[config.mk]
export PLATFORM = sky130hd
export DESIGN_NAME = tcw_cursor
export DESIGN_NICKNAME = d
export VERILOG_FILES = /design/src/rtl/tcw_pkg.sv /design/src/rtl/tcw_cursor.sv
export SDC_FILE = /design/constraint.sdc
export NUM_CORES = 1
export LEC_CHECK = 0
export ABC_AREA = 1
export ABC_CLOCK_PERIOD_IN_PS = 2300
export BUFFER_PORTS_ARGS = -buffer_cell sky130_fd_sc_hd__buf_4
export CAP_MARGIN = 25
export CORE_UTILIZATION = 59
export CTS_BUF_LIST = sky130_fd_sc_hd__clkbuf_16
export DETAILED_ROUTE_END_ITERATION = 7
export GPL_ROUTABILITY_DRIVEN = 0
export PLACE_DENSITY = 0.82
export SETUP_SLACK_MARGIN = 0.05
export SYNTH_ARGS = -nofsm -noshare
export SYNTH_HDL_FRONTEND = slang
export SYNTH_SLANG_ARGS = --single-unit
[constraint.sdc]
create_clock -name clk_i -period 2.3 [get_ports clk_i]
set_input_delay 0.46 -clock clk_i [delete_from_list [all_inputs] [get_ports clk_i]]
set_output_delay 0.46 -clock clk_i [all_outputs]
set_load 0.01 [all_outputs]
[src/rtl/tcw_pkg.sv]
// shared constants and types for the text console character writer
package tcw_pkg;

  localparam int CHAR_W = 8;
  localparam int ATTR_W = 8;
  localparam int IDX_W  = 11;
  localparam int POS_W  = 11;

  localparam logic [CHAR_W-1:0] CH_BACKSPACE = 8'd8;
  localparam logic [CHAR_W-1:0] CH_NEWLINE   = 8'd10;
  localparam logic [CHAR_W-1:0] CH_RETURN    = 8'd13;
  localparam logic [CHAR_W-1:0] CH_BLANK     = 8'd0;

  localparam logic [ATTR_W-1:0] ATTR_RESET = 8'h07;

  localparam logic KIND_PUT  = 1'b0;
  localparam logic KIND_READ = 1'b1;

  typedef struct packed {
    logic              step;
    logic [CHAR_W-1:0] ch;
  } cur_cmd_t;

  typedef struct packed {
    logic              we;
    logic [CHAR_W-1:0] wchar;
    logic              scroll;
  } cur_wr_t;

endpackage

[src/rtl/tcw_cursor.sv]
// cursor column, row and linear position with teletype stepping rules
module tcw_cursor import tcw_pkg::*; #(
  parameter int COLUMNS = 80,
  parameter int ROWS    = 25
) (
  input  logic                                    clk_i,
  input  logic                                    rst_ni,
  input  cur_cmd_t                                cmd_i,
  output cur_wr_t                                 wr_o,
  output logic [$clog2(COLUMNS*ROWS)-1:0]         waddr_o,
  output logic [$clog2(COLUMNS*ROWS)-1:0]         lin_o
);

  localparam int CELLS = COLUMNS * ROWS;
  localparam int LW    = $clog2(CELLS);
  localparam int CW    = $clog2(COLUMNS);
  localparam int RW    = $clog2(ROWS);
  localparam logic [LW-1:0] LIN_BOTTOM = LW'((ROWS - 1) * COLUMNS);

  logic [CW-1:0] col_q, col_d;
  logic [RW-1:0] row_q, row_d;
  logic [LW-1:0] lin_q, lin_d;
  logic          wrap;
  logic          home;

  assign home = (col_q == '0) && (row_q == '0);

  always_comb begin
    col_d     = col_q;
    row_d     = row_q;
    lin_d     = lin_q;
    wrap      = 1'b0;
    wr_o      = '0;
    waddr_o   = lin_q;
    if (cmd_i.step) begin
      unique case (cmd_i.ch)
        CH_RETURN: begin
        end
        CH_NEWLINE: begin
          wr_o.we    = 1'b1;
          wr_o.wchar = CH_BLANK;
          wrap       = 1'b1;
        end
        CH_BACKSPACE: begin
          if (!home) begin
            wr_o.we    = 1'b1;
            wr_o.wchar = CH_BLANK;
            waddr_o    = lin_q - LW'(1);
            lin_d      = lin_q - LW'(1);
            if (col_q == '0) begin
              col_d = CW'(COLUMNS - 1);
              row_d = row_q - RW'(1);
            end else begin
              col_d = col_q - CW'(1);
            end
          end
        end
        default: begin
          wr_o.we    = 1'b1;
          wr_o.wchar = cmd_i.ch;
          if (col_q == CW'(COLUMNS - 1)) begin
            wrap = 1'b1;
          end else begin
            col_d = col_q + CW'(1);
            lin_d = lin_q + LW'(1);
          end
        end
      endcase
      if (wrap) begin
        col_d = '0;
        if (row_q == RW'(ROWS - 1)) begin
          wr_o.scroll = 1'b1;
          lin_d       = LIN_BOTTOM;
        end else begin
          row_d = row_q + RW'(1);
          lin_d = LW'({1'b0, lin_q} + (LW+1)'(COLUMNS) - (LW+1)'(col_q));
        end
      end
    end
  end

  always_ff @(posedge clk_i or negedge rst_ni) begin
    if (!rst_ni) begin
      col_q <= '0;
      row_q <= '0;
      lin_q <= '0;
    end else begin
      col_q <= col_d;
      row_q <= row_d;
      lin_q <= lin_d;
    end
  end

  assign lin_o = lin_q;

endmodule

==> results by group <==
Clocking
  • Clock buffer depth: 2
  • H-tree levels: 1
  • Clock Latency Late Sink: 0.26 ns
  • CTS buffer count: 3
  • CTS Sinks: 23
  • Clock Tree Root: clkbuf_16
  • # hold bufs at CTS: 0
  • CTS tree: yes
  • CTS clk-pin slew, worst paths: 0.07 ns

Worst setup path
  • Capturing point of the worst reg2reg path: lin_o[9]
  • Arr. time, crit path: 1.86 ns
  • Worst Path Max Fanout: 5
  • Critical path data required time: 1.84 ns
  • Startpoint types: flip-flop
  • Crit path capture type: primary output
  • R2R setup slack: 0.09 ns
  • Worst R2R Path Depth: 14
  • Critical path class: reg2out
  • FF-to-FF Start: col_q[1]

Cells and area
  • Area growth from synthesis to layout: 30.7%
  • # diodes: 0
  • Layout fillers: 379
  • Design Area, Final: 4110 um^2
  • Fin nets: 633
  • Fraction of layout cells with a size suffix above 1: 28.2%

Floorplanning
  • Cell Rows: 26
  • Die area: 5620 um^2
  • DIE WIDTH: 75.0 um
  • IO Count: 43
  • Core ar.: 5110 um^2
  • Die Y: 75.0 um
  • Initial Utilization: 61.5%

Timing
  • Unrepaired setup endpoints after global routing: yes
  • Final hold violation count: 0
  • Min cycle time layout: 2.32 ns
  • Max Freq: 0.431 GHz
  • # setup viols final: 1
  • Max Slew Vio Count: 0
  • Final setup margin: -0.0208 ns
  • Period utilization: 101%
  • Worst Clk Skew: 0.00953 ns
  • Rel. slew slack: 70.3%
  • Tightest Pin Transition: 0.444 ns
  • Final setup TNS: -0.0208 ns

Synth
  • Mapped Area: 3140 um^2
  • Seq/Total Area, Yosys: 18.3%
  • Synthesized Nets: 552
  • Yosys top cell by area: dfrtp_1
  • Flops & latches, synth: 23
  • Cells after synthesis: 513
  • Mean Syn Cell Area: 6.12 um^2
  • Largest cells by area after synthesis: dfrtp_1 (18%), nand2_1 (18%), ha_1 (11%)
  • Synthesis warning total: 0
  • Share of the synthesized area in the top cell type: 18.3%
  • Synth cell types: 39

Drt
  • DR iter-0 viols: 250
  • WL final: 10000 um
  • Via count: 3728
  • Via density: 5.62
  • Antenna viol nets, final: 0
  • DR DRC count: 0
  • First-pass DRT Iterations: 5
  • Routed len/inst: 15.1 um

Global routing
  • Global Route Usage Sum: 34.7%
  • Initial antenna violation count: 0
  • Vias in the first global route: 3279
  • Grt ovf: 0
  • Largest net degree at the start of global routing: 24
  • First-pass GRT wire length: 15000 um

Run status
  • Violations in the final reports: negative setup slack
  • Status: complete, but fails checks

Pwr
  • VDD IR max: 0.785 mV
  • Sw Ratio: 50.8%
  • NetSw: 2.59 mW
  • Cell Int Power: 2.51 mW
  • Total power draw: 5.10 mW
  • Pwr dens: 1240 nW/um^2
  • Leakage: 2.13 nW
  • Clock share of power: 7.6%
  • Sequential share of power: 14.5%
  • Gate power share: 77.9%

Placed design
  • DP Area: 3650 um^2
  • Post-DP HPWL: 6710 um
  • I/O Buffers: 42

Worst hold path
  • Min-delay worst type: in2async

Job
  • Max-cap violations: 0
## flip-flops by register name, indices dropped and copies added (netlist names)
register / count
col_q: 7
lin_o: 11
row_q: 5
## power by group through the flow
stage / Sequential [mW] / Combinational, mW / Clock [mW]
CTS: 0.725 / 3.47 / 0.394
global route: 0.757 / 4.35 / 0.410
detailed placement: 0.737 / 3.25 / 0
finish: 0.739 / 3.97 / 0.390
floorplan: 0.747 / 2.32 / 0
global placement: 0.734 / 3.14 / 0
## cell usage in the layout, fill, tap and decap left out, types with 12 or more instances in the layout
cell     count
nand4_1     13
nand2_2     12
nor2_1      64
inv_1       47
ha_1        20
dfrtp_1     18
buf_4       86
o21ai_0     18
nand3_1     46
nand2_1    143
xor2_1      13
## critical path, stage by stage (launching register included)
cell	delay, ns
dfrtp_1	0.45
inv_1	0.13
nand2_1	0.13
nor2_4	0.05
buf_12	0.14
nand2_8	0.09
inv_6	0.05
nand2_1	0.10
nand2_2	0.07
mux2_4	0.26
buf_6	0.12
## cells in the mapped netlist (all sizes together)
library cell and n:
nor3 7, o21ai 27, mux2 1, nand2 161, xnor2 6, a21boi 1
xor2 13, ha 27, dfrtp 23, nor3b 2, a31oi 1, o211ai 2
a21oi 11, fa 1, inv 61, nand3 49, nor2 76, nand3b 1
or2 2, buf 12, clkinv 1, nand4 13, o21bai 3, o22ai 6
o31ai 2, clkbuf 4
## per-stage QoR
| stage | cells | hold WS, ns | worst slack (ns) | utilization [%] |
|---|---|---|---|---|
| after detailed placement | 638 | 0.383 | 0.0513 | 71.4 |
| after global placement | 638 | 0.387 | 0.110 | 71.4 |
| after floorplan | 513 | 0.164 | 0.188 | - |
| after CTS | 651 | 0.104 | 0.0252 | 75.8 |
| final | 663 | 0.0997 | -0.0208 | 80.4 |
| after global routing | 663 | 0.123 | -0.0632 | 80.4 |
## routing by layer
metal / wire, um / vias up / GRT usage, %
met1: 4020 / 1679 / 44.4
met5: 0 / - / 0
met3: 826 / 39 / 5.49
met4: 347 / 0 / 13.2
li1: - / 1819 / -
met2: 4810 / 191 / 58.9
## how the worst max path moves through the flow
stage | from | to | cells after the start
2_1_floorplan | lin_o[6] | lin_o[7] | 13
3_3_place_gp | lin_o[1] | lin_o[9] | 12
3_5_place_dp | lin_o[1] | lin_o[9] | 12
4_1_cts | col_q[1] | waddr_o[5] | 10
5_1_grt | col_q[6] | waddr_o[5] | 10
6_report | col_q[6] | waddr_o[5] | 10
## area by class of cell
cell class                 instances  area (um^2)  share of cell area (%)
inverter                          62          250                    6.10
clock buffer                       3         75.1                    1.83
sequential                        23          582                    14.2
timing repair buffer              90          699                    17.0
multi-input combinational        414         2410                    58.6
tap                               70         87.6                    2.13
clock inverter                     1         5.00                   0.122
## kinds of logic (layout without fill, tap and decap cells)
family	Yosys count	count (layout)	share of synthesized area, %
compound gates	53	53	9.72
xor+xnor	19	19	5.30
fa+ha+maj	28	28	11.4
buf+inv	78	156	11.2
flops	23	23	18.3
mux	1	1	0.358
simple gates	311	313	43.7
## timing repair
item	CTS	global route
pin swaps	3	10
gates cloned	2	0
gates resized for setup	19	42
setup buffers	7	12
endpoints found under the setup margin	13	18
(Power assumes the default switching activity.)
